<file path="config.mk">
export PLATFORM = sky130hd
export DESIGN_NAME = gait_phase_scheduler_core_flat
export DESIGN_NICKNAME = d
export VERILOG_FILES = /design/src/rtl/core/gps_pkg.sv /design/src/rtl/core/gps_if.sv /design/src/rtl/core/gps_lane.sv /design/src/rtl/core/gps_merge.sv /design/src/rtl/core/gait_phase_scheduler_core.sv /design/src/flat_wrapper.sv
export SDC_FILE = /design/constraint.sdc
export NUM_CORES = 2
export LEC_CHECK = 0
export BUFFER_PORTS_ARGS = -buffer_cell sky130_fd_sc_hd__buf_4
export CAP_MARGIN = 20
export CORE_MARGIN = 1.5
export CORE_UTILIZATION = 67
export CTS_CLUSTER_SIZE = 10
export DETAILED_ROUTE_END_ITERATION = 10
export GPL_ROUTABILITY_DRIVEN = 0
export PLACE_DENSITY = 0.92
export SETUP_SLACK_MARGIN = 0.4
export SKIP_CTS_REPAIR_TIMING = 1
export SYNTH_ARGS = -nofsm -noshare
export SYNTH_HDL_FRONTEND = slang
export SYNTH_HIERARCHICAL = 1
export SYNTH_SLANG_ARGS = --single-unit
</file>
<file path="constraint.sdc">
create_clock -name clk -period 41.9 [get_ports clk]
set_input_delay 2.095 -clock clk [delete_from_list [all_inputs] [get_ports clk]]
set_output_delay 2.095 -clock clk [all_outputs]
set_load 0.01 [all_outputs]
</file>
<file path="src/rtl/core/gps_pkg.sv">
`default_nettype none
package gps_pkg;

  localparam int NUM_LEG_PORTS   = 4;
  localparam int DEF_LEGS        = 4;
  localparam int DEF_MAX_HORIZON = 64;

  localparam int PHASE_W   = 16;
  localparam int SCALE_W   = 24;
  localparam int PROD_W    = PHASE_W + SCALE_W;
  localparam int CONTACT_W = 2;
  localparam int ROW_IDX_W = 6;
  localparam int HLEN_W    = 7;
  localparam int OFFS_W    = NUM_LEG_PORTS * PHASE_W;

  localparam int CFG_IDX_W  = 3;
  localparam int CFG_DATA_W = 64;

  // configuration register indexes
  localparam logic [CFG_IDX_W-1:0] CFG_TICK_STEP    = 3'd0;
  localparam logic [CFG_IDX_W-1:0] CFG_HORIZON_STEP = 3'd1;
  localparam logic [CFG_IDX_W-1:0] CFG_DUTY         = 3'd2;
  localparam logic [CFG_IDX_W-1:0] CFG_STANCE_SCALE = 3'd3;
  localparam logic [CFG_IDX_W-1:0] CFG_SWING_SCALE  = 3'd4;
  localparam logic [CFG_IDX_W-1:0] CFG_LEG_OFFSETS  = 3'd5;
  localparam logic [CFG_IDX_W-1:0] CFG_HORIZON_LEN  = 3'd6;

  localparam logic [PHASE_W-1:0] RST_TICK_STEP    = 16'd66;
  localparam logic [PHASE_W-1:0] RST_HORIZON_STEP = 16'd1311;
  localparam logic [PHASE_W-1:0] RST_DUTY         = 16'd32768;
  localparam logic [SCALE_W-1:0] RST_STANCE_SCALE = 24'd131072;
  localparam logic [SCALE_W-1:0] RST_SWING_SCALE  = 24'd131072;
  localparam logic [OFFS_W-1:0]  RST_LEG_OFFSETS  = '0;
  localparam logic [HLEN_W-1:0]  RST_HORIZON_LEN  = 7'd10;

  localparam logic CMD_TICK  = 1'b0;
  localparam logic CMD_TABLE = 1'b1;

  localparam logic [CONTACT_W-1:0] CONTACT_STANCE = 2'd0;
  localparam logic [CONTACT_W-1:0] CONTACT_SWING  = 2'd1;
  localparam logic [CONTACT_W-1:0] CONTACT_EARLY  = 2'd2;
  localparam logic [CONTACT_W-1:0] CONTACT_LATE   = 2'd3;

  localparam logic LEG_STANCE = 1'b0;
  localparam logic LEG_SWING  = 1'b1;

  typedef struct packed {
    logic cmp_en;     // tick: latch compare and operand select
    logic mul_en;     // tick: latch product
    logic commit;     // update leg state this cycle
    logic is_row;     // table row, else tick
    logic row_first;  // first table row
    logic standing;
  } gps_lane_ctl_t;

  typedef struct packed {
    logic [NUM_LEG_PORTS-1:0]              state;
    logic [NUM_LEG_PORTS-1:0][PHASE_W-1:0] phase;
    logic [ROW_IDX_W-1:0]                  row_index;
    logic                                  last;
  } gps_row_t;

endpackage
`default_nettype wire

</file>
<file path="src/rtl/core/gps_if.sv">
`default_nettype none
interface gps_in_if;
  logic        valid;
  logic        ready;
  logic        command;
  logic        standing;
  logic [15:0] start_phase;
  logic [1:0]  contact_leg0;
  logic [1:0]  contact_leg1;
  logic [1:0]  contact_leg2;
  logic [1:0]  contact_leg3;
  logic [3:0]  active_mask;

  modport source (
    output valid, command, standing, start_phase,
           contact_leg0, contact_leg1, contact_leg2, contact_leg3, active_mask,
    input  ready
  );
  modport sink (
    input  valid, command, standing, start_phase,
           contact_leg0, contact_leg1, contact_leg2, contact_leg3, active_mask,
    output ready
  );
endinterface

interface gps_out_if;
  logic        valid;
  logic        ready;
  logic        state_leg0;
  logic        state_leg1;
  logic        state_leg2;
  logic        state_leg3;
  logic [15:0] phase_leg0;
  logic [15:0] phase_leg1;
  logic [15:0] phase_leg2;
  logic [15:0] phase_leg3;
  logic [5:0]  row_index;
  logic        last;

  modport source (
    output valid, state_leg0, state_leg1, state_leg2, state_leg3,
           phase_leg0, phase_leg1, phase_leg2, phase_leg3, row_index, last,
    input  ready
  );
  modport sink (
    input  valid, state_leg0, state_leg1, state_leg2, state_leg3,
           phase_leg0, phase_leg1, phase_leg2, phase_leg3, row_index, last,
    output ready
  );
endinterface
`default_nettype wire

</file>
<file path="src/rtl/core/gps_lane.sv">
`default_nettype none
module gps_lane (
  input  wire logic                            clk,
  input  wire logic                            rst_n,
  input  wire gps_pkg::gps_lane_ctl_t          ctl,
  input  wire logic [gps_pkg::PHASE_W-1:0]     base_phase,
  input  wire logic [gps_pkg::PHASE_W-1:0]     offset,
  input  wire logic [gps_pkg::PHASE_W-1:0]     duty,
  input  wire logic [gps_pkg::SCALE_W-1:0]     stance_scale,
  input  wire logic [gps_pkg::SCALE_W-1:0]     swing_scale,
  input  wire logic [gps_pkg::CONTACT_W-1:0]   contact,
  input  wire logic                            active,
  output logic                                 emit_state,
  output logic [gps_pkg::PHASE_W-1:0]          emit_phase
);

  logic [gps_pkg::PHASE_W-1:0] p;
  logic                        p_lt;

  logic                        lt_r;
  logic [gps_pkg::PHASE_W-1:0] frac_r;
  logic [gps_pkg::SCALE_W-1:0] scale_r;
  logic [gps_pkg::PROD_W-1:0]  prod_r;

  logic                        tick_state_r, tick_state_nxt;
  logic [gps_pkg::PHASE_W-1:0] tick_phase_r, tick_phase_nxt;
  logic                        tbl_state_r, tbl_state_nxt;
  logic [gps_pkg::PHASE_W-1:0] sat_phase;

  assign p    = base_phase + offset;
  assign p_lt = (p < duty);

  // truncate Q8.32 product back to Q0.16 and clip
  assign sat_phase = (|prod_r[gps_pkg::PROD_W-1:32]) ? {gps_pkg::PHASE_W{1'b1}}
                                                     : prod_r[31:16];

  always_comb begin
    if (lt_r) begin
      tick_state_nxt = gps_pkg::LEG_STANCE;
    end else if (ctl.standing) begin
      tick_state_nxt = tick_state_r;
    end else begin
      tick_state_nxt = gps_pkg::LEG_SWING;
    end
    tick_phase_nxt = (lt_r && ctl.standing) ? tick_phase_r : sat_phase;
  end

  always_comb begin
    tbl_state_nxt = tbl_state_r;
    if (ctl.standing) begin
      if (p_lt && (contact != gps_pkg::CONTACT_SWING)) begin
        tbl_state_nxt = gps_pkg::LEG_STANCE;
      end
    end else begin
      tbl_state_nxt = p_lt ? gps_pkg::LEG_STANCE : gps_pkg::LEG_SWING;
    end
    if (contact == gps_pkg::CONTACT_EARLY) begin
      tbl_state_nxt = gps_pkg::LEG_STANCE;
    end
    if (ctl.row_first && (contact == gps_pkg::CONTACT_LATE)) begin
      tbl_state_nxt = gps_pkg::LEG_SWING;
    end
  end

  always_comb begin
    if (ctl.is_row) begin
      emit_state = active ? tbl_state_nxt : gps_pkg::LEG_SWING;
      emit_phase = '0;
    end else begin
      emit_state = tick_state_nxt;
      emit_phase = tick_phase_nxt;
    end
  end

  always_ff @(posedge clk) begin
    if (ctl.cmp_en) begin
      lt_r    <= p_lt;
      frac_r  <= p_lt ? p : (p - duty);
      scale_r <= p_lt ? stance_scale : swing_scale;
    end
    if (ctl.mul_en) begin
      prod_r <= gps_pkg::PROD_W'(frac_r) * gps_pkg::PROD_W'(scale_r);
    end
  end

  always_ff @(posedge clk) begin
    if (!rst_n) begin
      tick_state_r <= gps_pkg::LEG_STANCE;
      tick_phase_r <= '0;
      tbl_state_r  <= gps_pkg::LEG_STANCE;
    end else if (ctl.commit) begin
      if (ctl.is_row) begin
        if (active) begin
          tbl_state_r <= tbl_state_nxt;
        end
      end else begin
        tick_state_r <= tick_state_nxt;
        tick_phase_r <= tick_phase_nxt;
      end
    end
  end

endmodule
`default_nettype wire

</file>
<file path="src/rtl/core/gps_merge.sv">
`default_nettype none
module gps_merge (
  input  wire logic              clk,
  input  wire logic              rst_n,
  input  wire logic              load,
  input  wire gps_pkg::gps_row_t row,
  output logic                   slot_free,
  gps_out_if.source              out_ch
);

  gps_pkg::gps_row_t row_r;
  logic              valid_r;

  assign slot_free = !valid_r || out_ch.ready;

  always_ff @(posedge clk) begin
    if (!rst_n) begin
      valid_r <= 1'b0;
    end else if (load) begin
      valid_r <= 1'b1;
    end else if (out_ch.ready) begin
      valid_r <= 1'b0;
    end
  end

  always_ff @(posedge clk) begin
    if (load) begin
      row_r <= row;
    end
  end

  assign out_ch.valid      = valid_r;
  assign out_ch.state_leg0 = row_r.state[0];
  assign out_ch.state_leg1 = row_r.state[1];
  assign out_ch.state_leg2 = row_r.state[2];
  assign out_ch.state_leg3 = row_r.state[3];
  assign out_ch.phase_leg0 = row_r.phase[0];
  assign out_ch.phase_leg1 = row_r.phase[1];
  assign out_ch.phase_leg2 = row_r.phase[2];
  assign out_ch.phase_leg3 = row_r.phase[3];
  assign out_ch.row_index  = row_r.row_index;
  assign out_ch.last       = row_r.last;

endmodule
`default_nettype wire

</file>
<file path="src/rtl/core/gait_phase_scheduler_core.sv">
// Tick: the request passes through compare, multiply and commit states; the result is
// loaded into the output register once it has room, and the next input is taken after that.
// Table: one row per cycle in the row state after accept, paced by the output register;
// a new request waits for the last row. Each leg has its own lane and multiplier.
// Reset (rst_n low, synchronous): config returns to defaults, phases, leg states
// and handshake state clear.
`default_nettype none
module gait_phase_scheduler_core #(
  parameter int LEGS        = gps_pkg::DEF_LEGS,
  parameter int MAX_HORIZON = gps_pkg::DEF_MAX_HORIZON
) (
  input  wire logic                              clk,
  input  wire logic                              rst_n,
  input  wire logic                              cfg_we,
  input  wire logic [gps_pkg::CFG_IDX_W-1:0]     cfg_index,
  input  wire logic [gps_pkg::CFG_DATA_W-1:0]    cfg_data,
  gps_in_if.sink                                 in_ch,
  gps_out_if.source                              out_ch
);

  localparam int ROW_W = (MAX_HORIZON > 1) ? $clog2(MAX_HORIZON) : 1;

  typedef enum logic [2:0] {S_IDLE, S_TICK_CMP, S_TICK_MUL, S_TICK_OUT, S_ROW} state_t;

  state_t state_r;

  logic [gps_pkg::PHASE_W-1:0] tick_step_r;
  logic [gps_pkg::PHASE_W-1:0] hor_step_r;
  logic [gps_pkg::PHASE_W-1:0] duty_r;
  logic [gps_pkg::SCALE_W-1:0] stance_scale_r;
  logic [gps_pkg::SCALE_W-1:0] swing_scale_r;
  logic [gps_pkg::OFFS_W-1:0]  offsets_r;
  logic [gps_pkg::HLEN_W-1:0]  hor_len_r;

  logic [gps_pkg::PHASE_W-1:0] run_phase_r;
  logic                        prev_standing_r;
  logic [gps_pkg::PHASE_W-1:0] tbl_phase_r, tbl_phase_nxt;
  logic [ROW_W-1:0]            row_cnt_r;
  logic [ROW_W-1:0]            last_idx_r, last_idx_nxt;
  logic                        standing_r;
  logic [gps_pkg::NUM_LEG_PORTS-1:0][gps_pkg::CONTACT_W-1:0] contact_r;
  logic [gps_pkg::NUM_LEG_PORTS-1:0] mask_r;

  logic                        accept;
  logic                        slot_free;
  logic                        load;
  logic                        row_last;
  logic [gps_pkg::PHASE_W-1:0] base_phase;
  logic [gps_pkg::PHASE_W-1:0] run_start;
  gps_pkg::gps_lane_ctl_t      lane_ctl;
  gps_pkg::gps_row_t           row;
  logic [gps_pkg::NUM_LEG_PORTS-1:0]                     lane_state;
  logic [gps_pkg::NUM_LEG_PORTS-1:0][gps_pkg::PHASE_W-1:0] lane_phase;

  assign in_ch.ready = (state_r == S_IDLE);
  assign accept      = in_ch.valid && in_ch.ready;

  assign tbl_phase_nxt = tbl_phase_r + hor_step_r;
  assign base_phase    = (state_r == S_ROW) ? tbl_phase_nxt : run_phase_r;
  assign row_last      = (row_cnt_r == last_idx_r);
  assign load          = slot_free && ((state_r == S_TICK_OUT) || (state_r == S_ROW));
  assign run_start     = (prev_standing_r && !in_ch.standing) ? '0 : run_phase_r;

  // zero rows acts as one, anything past the horizon depth is clipped
  always_comb begin
    if (hor_len_r == '0) begin
      last_idx_nxt = '0;
    end else if (hor_len_r > gps_pkg::HLEN_W'(MAX_HORIZON)) begin
      last_idx_nxt = ROW_W'(MAX_HORIZON - 1);
    end else begin
      last_idx_nxt = ROW_W'(hor_len_r - 1'b1);
    end
  end

  always_comb begin
    lane_ctl.cmp_en    = (state_r == S_TICK_CMP);
    lane_ctl.mul_en    = (state_r == S_TICK_MUL);
    lane_ctl.commit    = load;
    lane_ctl.is_row    = (state_r == S_ROW);
    lane_ctl.row_first = (row_cnt_r == '0);
    lane_ctl.standing  = standing_r;
  end

  for (genvar g = 0; g < gps_pkg::NUM_LEG_PORTS; g++) begin : g_leg
    if (g < LEGS) begin : g_lane
      gps_lane u_lane (
        .clk          (clk),
        .rst_n        (rst_n),
        .ctl          (lane_ctl),
        .base_phase   (base_phase),
        .offset       (offsets_r[g*gps_pkg::PHASE_W +: gps_pkg::PHASE_W]),
        .duty         (duty_r),
        .stance_scale (stance_scale_r),
        .swing_scale  (swing_scale_r),
        .contact      (contact_r[g]),
        .active       (mask_r[g]),
        .emit_state   (lane_state[g]),
        .emit_phase   (lane_phase[g])
      );
    end else begin : g_absent
      assign lane_state[g] = 1'b0;
      assign lane_phase[g] = '0;
    end
  end

  always_comb begin
    row.state     = lane_state;
    row.phase     = lane_phase;
    row.row_index = (state_r == S_ROW) ? gps_pkg::ROW_IDX_W'(row_cnt_r) : '0;
    row.last      = (state_r == S_ROW) ? row_last : 1'b1;
  end

  gps_merge u_merge (
    .clk       (clk),
    .rst_n     (rst_n),
    .load      (load),
    .row       (row),
    .slot_free (slot_free),
    .out_ch    (out_ch)
  );

  always_ff @(posedge clk) begin
    if (!rst_n) begin
      tick_step_r    <= gps_pkg::RST_TICK_STEP;
      hor_step_r     <= gps_pkg::RST_HORIZON_STEP;
      duty_r         <= gps_pkg::RST_DUTY;
      stance_scale_r <= gps_pkg::RST_STANCE_SCALE;
      swing_scale_r  <= gps_pkg::RST_SWING_SCALE;
      offsets_r      <= gps_pkg::RST_LEG_OFFSETS;
      hor_len_r      <= gps_pkg::RST_HORIZON_LEN;
    end else if (cfg_we) begin
      unique case (cfg_index)
        gps_pkg::CFG_TICK_STEP:    tick_step_r    <= cfg_data[gps_pkg::PHASE_W-1:0];
        gps_pkg::CFG_HORIZON_STEP: hor_step_r     <= cfg_data[gps_pkg::PHASE_W-1:0];
        gps_pkg::CFG_DUTY:         duty_r         <= cfg_data[gps_pkg::PHASE_W-1:0];
        gps_pkg::CFG_STANCE_SCALE: stance_scale_r <= cfg_data[gps_pkg::SCALE_W-1:0];
        gps_pkg::CFG_SWING_SCALE:  swing_scale_r  <= cfg_data[gps_pkg::SCALE_W-1:0];
        gps_pkg::CFG_LEG_OFFSETS:  offsets_r      <= cfg_data[gps_pkg::OFFS_W-1:0];
        gps_pkg::CFG_HORIZON_LEN:  hor_len_r      <= cfg_data[gps_pkg::HLEN_W-1:0];
        default: ;
      endcase
    end
  end

  // input capture, no reset needed
  always_ff @(posedge clk) begin
    if (accept) begin
      standing_r   <= in_ch.standing;
      contact_r[0] <= in_ch.contact_leg0;
      contact_r[1] <= in_ch.contact_leg1;
      contact_r[2] <= in_ch.contact_leg2;
      contact_r[3] <= in_ch.contact_leg3;
      mask_r       <= in_ch.active_mask;
      last_idx_r   <= last_idx_nxt;
    end
  end

  always_ff @(posedge clk) begin
    if (!rst_n) begin
      state_r         <= S_IDLE;
      run_phase_r     <= '0;
      prev_standing_r <= 1'b0;
      tbl_phase_r     <= '0;
      row_cnt_r       <= '0;
    end else begin
      unique case (state_r)
        S_IDLE: begin
          if (accept) begin
            prev_standing_r <= in_ch.standing;
            if (in_ch.command == gps_pkg::CMD_TABLE) begin
              tbl_phase_r <= in_ch.start_phase;
              row_cnt_r   <= '0;
              state_r     <= S_ROW;
            end else begin
              run_phase_r <= run_start + tick_step_r;
              state_r     <= S_TICK_CMP;
            end
          end
        end
        S_TICK_CMP: state_r <= S_TICK_MUL;
        S_TICK_MUL: state_r <= S_TICK_OUT;
        S_TICK_OUT: begin
          if (slot_free) begin
            state_r <= S_IDLE;
          end
        end
        S_ROW: begin
          if (slot_free) begin
            tbl_phase_r <= tbl_phase_nxt;
            if (row_last) begin
              state_r <= S_IDLE;
            end else begin
              row_cnt_r <= row_cnt_r + 1'b1;
            end
          end
        end
        default: state_r <= S_IDLE;
      endcase
    end
  end

endmodule
`default_nettype wire

</file>
<file path="src/flat_wrapper.sv">
// flat-port wrapper written by rule: the top's interface ports become plain ports
module gait_phase_scheduler_core_flat 
#(
  parameter int LEGS        = gps_pkg::DEF_LEGS,
  parameter int MAX_HORIZON = gps_pkg::DEF_MAX_HORIZON
)
  (clk, rst_n, cfg_we, cfg_index, cfg_data, in_ch_valid, in_ch_command, in_ch_standing, in_ch_start_phase, in_ch_contact_leg0, in_ch_contact_leg1, in_ch_contact_leg2, in_ch_contact_leg3, in_ch_active_mask, in_ch_ready, out_ch_valid, out_ch_state_leg0, out_ch_state_leg1, out_ch_state_leg2, out_ch_state_leg3, out_ch_phase_leg0, out_ch_phase_leg1, out_ch_phase_leg2, out_ch_phase_leg3, out_ch_row_index, out_ch_last, out_ch_ready);
  gps_in_if in_ch_i ();
  gps_out_if out_ch_i ();
  input  wire logic clk;
  input  wire logic rst_n;
  input  wire logic cfg_we;
  input  wire logic [gps_pkg::CFG_IDX_W-1:0] cfg_index;
  input  wire logic [gps_pkg::CFG_DATA_W-1:0] cfg_data;
  input wire logic [$bits(in_ch_i.valid)-1:0] in_ch_valid;
  input wire logic [$bits(in_ch_i.command)-1:0] in_ch_command;
  input wire logic [$bits(in_ch_i.standing)-1:0] in_ch_standing;
  input wire logic [$bits(in_ch_i.start_phase)-1:0] in_ch_start_phase;
  input wire logic [$bits(in_ch_i.contact_leg0)-1:0] in_ch_contact_leg0;
  input wire logic [$bits(in_ch_i.contact_leg1)-1:0] in_ch_contact_leg1;
  input wire logic [$bits(in_ch_i.contact_leg2)-1:0] in_ch_contact_leg2;
  input wire logic [$bits(in_ch_i.contact_leg3)-1:0] in_ch_contact_leg3;
  input wire logic [$bits(in_ch_i.active_mask)-1:0] in_ch_active_mask;
  output wire logic [$bits(in_ch_i.ready)-1:0] in_ch_ready;
  output wire logic [$bits(out_ch_i.valid)-1:0] out_ch_valid;
  output wire logic [$bits(out_ch_i.state_leg0)-1:0] out_ch_state_leg0;
  output wire logic [$bits(out_ch_i.state_leg1)-1:0] out_ch_state_leg1;
  output wire logic [$bits(out_ch_i.state_leg2)-1:0] out_ch_state_leg2;
  output wire logic [$bits(out_ch_i.state_leg3)-1:0] out_ch_state_leg3;
  output wire logic [$bits(out_ch_i.phase_leg0)-1:0] out_ch_phase_leg0;
  output wire logic [$bits(out_ch_i.phase_leg1)-1:0] out_ch_phase_leg1;
  output wire logic [$bits(out_ch_i.phase_leg2)-1:0] out_ch_phase_leg2;
  output wire logic [$bits(out_ch_i.phase_leg3)-1:0] out_ch_phase_leg3;
  output wire logic [$bits(out_ch_i.row_index)-1:0] out_ch_row_index;
  output wire logic [$bits(out_ch_i.last)-1:0] out_ch_last;
  input wire logic [$bits(out_ch_i.ready)-1:0] out_ch_ready;
  assign in_ch_i.valid = in_ch_valid;
  assign in_ch_i.command = in_ch_command;
  assign in_ch_i.standing = in_ch_standing;
  assign in_ch_i.start_phase = in_ch_start_phase;
  assign in_ch_i.contact_leg0 = in_ch_contact_leg0;
  assign in_ch_i.contact_leg1 = in_ch_contact_leg1;
  assign in_ch_i.contact_leg2 = in_ch_contact_leg2;
  assign in_ch_i.contact_leg3 = in_ch_contact_leg3;
  assign in_ch_i.active_mask = in_ch_active_mask;
  assign in_ch_ready = in_ch_i.ready;
  assign out_ch_valid = out_ch_i.valid;
  assign out_ch_state_leg0 = out_ch_i.state_leg0;
  assign out_ch_state_leg1 = out_ch_i.state_leg1;
  assign out_ch_state_leg2 = out_ch_i.state_leg2;
  assign out_ch_state_leg3 = out_ch_i.state_leg3;
  assign out_ch_phase_leg0 = out_ch_i.phase_leg0;
  assign out_ch_phase_leg1 = out_ch_i.phase_leg1;
  assign out_ch_phase_leg2 = out_ch_i.phase_leg2;
  assign out_ch_phase_leg3 = out_ch_i.phase_leg3;
  assign out_ch_row_index = out_ch_i.row_index;
  assign out_ch_last = out_ch_i.last;
  assign out_ch_i.ready = out_ch_ready;
  gait_phase_scheduler_core #(.LEGS(LEGS), .MAX_HORIZON(MAX_HORIZON)) u_core (.clk(clk), .rst_n(rst_n), .cfg_we(cfg_we), .cfg_index(cfg_index), .cfg_data(cfg_data), .in_ch(in_ch_i), .out_ch(out_ch_i));
endmodule
</file>
* After elaboration in Yosys (flattened, before gate mapping)
Index checks and enable logic that the tools add are counted.
** Storage, ports and cells
- Flip-flop bits (word level) :: 700
- Output and inout port bits :: 77
- Logic and storage cells :: 225
** Operators by class
- $add $sub $neg :: 12
- $mul :: 4
- Order comparisons :: 5
- Eq/ne operators :: 29
- Mux-type cells :: 72
- Bitwise logic cells :: 2
- Reductions and logical operators :: 46
** Operators by type and width (count)
- 16-bit 2-to-1 mux :: 17
- 16-bit by 24-bit multiplier with 40-bit output :: 4
- 16-bit adder :: 6
- 24-bit 2-to-1 mux :: 4
- 16-bit less-than comparator :: 4
- 16-bit subtractor :: 4
- 1-bit 2-to-1 mux :: 38
- 16-bit one-hot mux with 2 select lines :: 1
- 8-bit OR reduction :: 4
- 6-bit 2-to-1 mux :: 5
- 2-bit AND reduction :: 9
- 2-bit equality test (second input constant) :: 8
- 1-bit logical AND :: 15
- 3-bit 2-to-1 mux :: 5
- 3-bit one-hot mux with 5 select lines :: 1
- 3-bit AND reduction :: 5
- 2-bit by 1-bit inequality test with 1-bit output (second input constant) :: 7
- 3-bit by 2-bit equality test with 1-bit output (second input constant) :: 4
- 3-bit equality test (second input constant) :: 4
- 6-bit one-hot mux with 2 select lines :: 1
- 4-bit AND reduction :: 2
- 7-bit > comparator (second input constant) :: 1
- 7-bit logical NOT :: 1
- 6-bit by 1-bit adder with 6-bit output (second input constant) :: 1
- other kinds (11) :: 19

* Depth between registers and ports, before layout
- Depth in word-level cells :: 11
- Mapped depth :: 26
- Gate-level depth less buffers :: 25

* Cells and area by module
Netlist, hierarchy kept.
** By module, submodules not included
- gps_lane at u_core.g_leg[0].g_lane.u_lane :: instances 1, cells each 1827, area each 16681.0 sq um, seq. area each 2312.2 sq um
- gps_lane at u_core.g_leg[2].g_lane.u_lane :: instances 1, cells each 1802, area each 16607.2 sq um, seq. area each 2312.2 sq um
- gps_lane at u_core.g_leg[3].g_lane.u_lane :: instances 1, cells each 1809, area each 16549.6 sq um, seq. area each 2312.2 sq um
- gps_lane at u_core.g_leg[1].g_lane.u_lane :: instances 1, cells each 1785, area each 16389.5 sq um, seq. area each 2312.2 sq um
- gait_phase_scheduler_core :: instances 1, cells each 1240, area each 10059.6 sq um, seq. area each 4754.6 sq um
- gps_merge :: instances 1, cells each 79, area each 2301.0 sq um, seq. area each 2272.2 sq um

* Worst setup path before layout
No wires, ideal clock.
- Path kind :: register -> register
- From :: register u_core.state_r[2]
- To :: register u_core/g_leg[0].g_lane.u_lane/frac_r[0] (netlist bit), enable pin
- Setup time :: 0.922 ns
- Data arrival time :: 12.562 ns
- Required time :: 40.978 ns
- Setup slack :: 28.416 ns
- Stages on the path, launching flop included :: 4
- Path buffers :: 2
- Clock period less this slack :: 13.484 ns
- Path through :: dfxtp_1 > clkbuf_1 > clkbuf_1 > nor3b_1
** RTL lines
- start, declared :: RTL line gait_phase_scheduler_core.sv:25 : state_t state_r;
- start signal, assigned :: RTL line gait_phase_scheduler_core.sv:160 : state_r <= S_IDLE;
- start signal, assigned :: RTL line gait_phase_scheduler_core.sv:173 : state_r <= S_ROW;
- start signal, assigned :: RTL line gait_phase_scheduler_core.sv:176 : state_r <= S_TICK_CMP;
- end signal, assigned :: RTL line gps_lane.sv:78 : frac_r <= p_lt ? p : (p - duty);
- end, declared :: RTL line gps_lane.sv:21 : logic [gps_pkg::PHASE_W-1:0] frac_r;

* Worst setup path in the final report
- From :: register u_core.state_r[1]
- To :: register u_core/g_leg[3].g_lane.u_lane/frac_r[14] (netlist bit), data pin
** Between the ends
- Longest elaborated chain between the ends :: 5
** RTL lines
- 3-bit equality test :: RTL line gait_phase_scheduler_core.sv:59 : assign base_phase = (state_r == S_ROW) ? tbl_phase_nxt : run_phase_r;
- 16-bit 2-to-1 mux :: RTL line gait_phase_scheduler_core.sv:59
- via u_core.base_phase (one bit) :: RTL line gait_phase_scheduler_core.sv:48 : logic [gps_pkg::PHASE_W-1:0] base_phase;
- 16-bit adder :: RTL line gps_lane.sv:30 : assign p = base_phase + offset;
- 16-bit less-than comparator :: RTL line gps_lane.sv:31 : assign p_lt = (p < duty);
- via u_core.g_leg[3].g_lane.u_lane.p_lt :: RTL line gps_lane.sv:18 : logic p_lt;
- 16-bit 2-to-1 mux :: RTL line gps_lane.sv:78
- end signal, assigned :: RTL line gps_lane.sv:78
- end, declared :: RTL line gps_lane.sv:21
The timed path passes the listed nets, and every way through them passes these cells.
A chain may end at the register's enable or synchronous reset.

==> flow_summary.json <==
{
  "status": "finished with violations",
  "violations": "design-rule violations",
  "fin_area_mm2": 0.0833,
  "grt_pass1_wl_um": 361000,
  "syn_to_final_growth_pct": 5.95,
  "clk_latency_ns": 0.74,
  "r2r_setup_slack_ns": 34.52,
  "die_area_mm2": 0.119,
  "avgSynthCellArea_um2": 9.20,
  "synth_nets": 10500,
  "avgRoutedWirePerCell_um": 22.7,
  "r2r_cells": 21,
  "final_nets": 10400,
  "fin_setup_tns_ns": 0,
  "clk_path_buf_depth": 3,
  "cts_max_level": 3,
  "finalSetupViolations": 0,
  "num_vias": 64900,
  "synth_edf_count": 354,
  "worstHoldStart": "u_core/offsets_r[20]",
  "synth_top_area_cell": "fa_1",
  "die_y_um": 345,
  "slew_violations": 0,
  "cp_max_fo": 66,
  "slowest_stage": "o41a_2",
  "overflow": 0,
  "grt_max_degree": 165,
  "tightestPinTransition_ns": 1.28,
  "cts_buffers": 77,
  "io_pins": 179,
  "yosys_warnings": 6,
  "yosysSeqAreaShare": 0.207,
  "drt_iter0_markers": 8844,
  "final_antenna_net_count": 0,
  "routed_wl_um": 229000,
  "min_period_over_period": 0.176,
  "drv_cap": 0,
  "drc_errors": 2,
  "fmax_mhz": 135,
  "crit_type": "flip-flop to flip-flop",
  "min_path_cells": 2,
  "synthTopCellsByArea": "fa_1 31%, edfxtp_1 14%, ha_1 9.5%, inv_1 7.2%, dfxtp_1 7.2%",
  "synth_ff_type": "edfxtp_1",
  "async_reset_ff_frac": 0,
  "yosys.area.top_type_share": 0.313,
  "tritoncts": "done",
  "core.rowCount": 125,
  "post_dp_cell_area_mm2": 0.0807,
  "period_minus_slack_ns": 7.38,
  "die_w_um": 345,
  "hold_viol": 0,
  "syn_area_mm2": 0.0786,
  "design.core.area_mm2": 0.116,
  "crit_arrival_ns": 7.84,
  "track_usage": 0.386,
  "cts_sinks": 636,
  "finClkSkew_ns": 0.0511,
  "grt_pass1_vias": 68900,
  "critical-path-max-stage-delay_ns": 0.94,
  "hold_path.class": "flip-flop to flip-flop",
  "startpoint_type": "flip-flop",
  "endpoint_kind": "flip-flop",
  "ys_types": 106,
  "slew_headroom": 0.143,
  "first_pass_iters": 11,
  "viasPerCell": 6.44,
  "root_buffer": "clkbuf_16",
  "portBuffers": 178,
  "drive_gt1_frac": 0.0522,
  "syn_inst": 8542,
  "dp_hpwl_um": 161000,
  "r2r-end": "u_core/g_leg[3].g_lane.u_lane/frac_r[14]",
  "rsz0062_at_grt": "false",
  "critical_path_required_ns": 42.36,
  "path_cells": "nor2_2 > nand2_1 > inv_4 > buf_4 > nand2_1 > o21a_1 > ha_1 > a21oi_1 > o211ai_1 > o41ai_2 > o2111ai_1 > a21oi_1 > o21ai_0 > xor2_1 > ha_1 > nand2_1 > or3_1 > a21oi_1 > o41a_2 > inv_1 > a21o_1",
  "r2r_start": "u_core/state_r[1]",
  "hold_end": "u_core/offsets_r[20]",
  "antenna_found_initial": 16,
  "clkTransAtPathRegs_ns": 0.06,
  "initial_utilization": 0.676,
  "synth-seq-cells": 636
}
==> worst max path at each step <==
stage                                                   from                                       end  depth (start not counted)
finish                                     u_core/state_r[1]  u_core/g_leg[3].g_lane.u_lane/frac_r[14]                         21
global route                               u_core/state_r[1]   u_core/g_leg[3].g_lane.u_lane/frac_r[4]                         22
CTS                 u_core/g_leg[0].g_lane.u_lane/frac_r[12]  u_core/g_leg[0].g_lane.u_lane/prod_r[31]                         19
detailed placement  u_core/g_leg[0].g_lane.u_lane/frac_r[12]  u_core/g_leg[0].g_lane.u_lane/prod_r[34]                         19
global placement     u_core/g_leg[1].g_lane.u_lane/frac_r[4]  u_core/g_leg[1].g_lane.u_lane/prod_r[35]                         21
floorplan                                  u_core/state_r[2]   u_core/g_leg[0].g_lane.u_lane/frac_r[0]                          3
==> metrics by stage <==
| stage | hold WS [ns] | utilization | setup slack, ns | std cells |
|---|---|---|---|---|
| global placement | 0.446 | 0.694 | 35.06 | 9919 |
| CTS | 0.460 | 0.715 | 34.78 | 10100 |
| finish | 0.465 | 0.717 | 34.52 | 10100 |
| detailed placement | 0.451 | 0.694 | 34.83 | 9920 |
| global route | 0.474 | 0.716 | 34.26 | 10100 |
| floorplan | 0.436 | - | 28.42 | 8542 |
==> metal layers <==
layer	share of wire	track usage	vias to the layer above
li1	-	-	26700
met1	0.33	0.455	30900
met2	0.44	0.591	5503
met3	0.15	0.143	1729
met4	0.084	0.261	14
met5	0.00061	0.00160	-
==> cell families (layout without fill, tap and decap cells) <==
family,Yosys count,in the layout,synth area share
AND/OR/NAND/NOR,2837,2837,0.168
buffers and inverters,1864,1859,0.0903
AO/OA/AOI/OAI,1034,1034,0.0839
XOR/XNOR,220,220,0.0245
multiplexers,126,126,0.0180
adder cells (fa/ha/maj),1825,1825,0.408
other,0,13,0
flip-flops,636,636,0.207
==> cell usage after synthesis (13+ instances only) <==
library cell,number
a211oi_1,29
a21boi_0,28
a21boi_1,27
a21o_1,71
a21oi_1,399
a31oi_1,33
and2_1,647
and3_1,38
buf_2,13
clkbuf_1,317
dfxtp_1,282
edfxtp_1,354
fa_1,1230
ha_1,594
inv_1,1515
mux2_1,60
mux2_2,62
nand2_1,1467
nand2b_1,35
nand3_1,90
nand4_1,21
nor2_1,281
nor2b_1,36
nor3_1,128
nor4_1,16
o211ai_1,23
o21a_1,29
o21ai_0,181
o21ai_1,13
o21bai_1,26
o31ai_1,25
or2_2,13
or3_1,17
xnor2_1,148
xor2_1,72
==> state kept, by name (all words and copies together), names as in the netlist, 6 cells and up <==
name and count:
u_core/contact_r 8, u_core/duty_r 16, u_core/g_leg.g_lane.u_lane/frac_r 64, u_core/g_leg.g_lane.u_lane/prod_r 96, u_core/g_leg.g_lane.u_lane/scale_r 96, u_core/g_leg.g_lane.u_lane/tick_phase_r 64
u_core/hor_len_r 7, u_core/hor_step_r 16, u_core/last_idx_r 6, u_core/offsets_r 64, u_core/row_cnt_r 6, u_core/run_phase_r 16
u_core/stance_scale_r 24, u_core/swing_scale_r 24, u_core/tbl_phase_r 16, u_core/tick_step_r 16, u_core/u_merge/out_ch.phase_leg0 16, u_core/u_merge/out_ch.phase_leg1 16
u_core/u_merge/out_ch.phase_leg2 16, u_core/u_merge/out_ch.phase_leg3 16, u_core/u_merge/out_ch.row_index 6
==> layout make-up <==
cell class / instances / area (um^2)
diodes: 13 / 32.5
clock buffers: 121 / 2160
clock inverters: 13 / 255
fillers: 7170 / 32900
inverters: 1517 / 5700
multi-input cells: 6042 / 55300
flip-flops and latches: 636 / 16300
well taps: 1524 / 1910
repair buffers: 208 / 1660
==> layout by cell type (no fill, tap or decap), types with 26 or more instances in the layout <==
master	count
mux2_1	60
a211oi_1	29
fa_1	1230
nor3_1	127
nor2b_1	36
clkbuf_16	78
clkbuf_1	38
nand2b_1	35
a21oi_1	399
xor2_1	72
xnor2_1	148
and2_1	645
mux2_2	62
dfxtp_1	282
a31oi_1	33
nand2_1	1467
a21o_1	70
ha_1	594
inv_1	1514
a21boi_0	28
buf_4	202
nand3_1	89
o21bai_1	26
edfxtp_1	354
and3_1	38
a21boi_1	27
nor2_1	280
o21a_1	28
o21ai_0	181
==> critical path, delay by kind of cell, from the launching register on <==
family                     cells  cell delay, ns
AOI/OAI and AO/OA             10            3.11
xor gates and xnor gates       1            0.17
adders and majority gates      2            0.73
buffers and inverters          3            1.63
DFF                            1            0.38
and+or+nand+nor                5            1.07
Power is not shown: default switching activity piles up to over one toggle a cycle in this logic, so the estimate is an artifact.
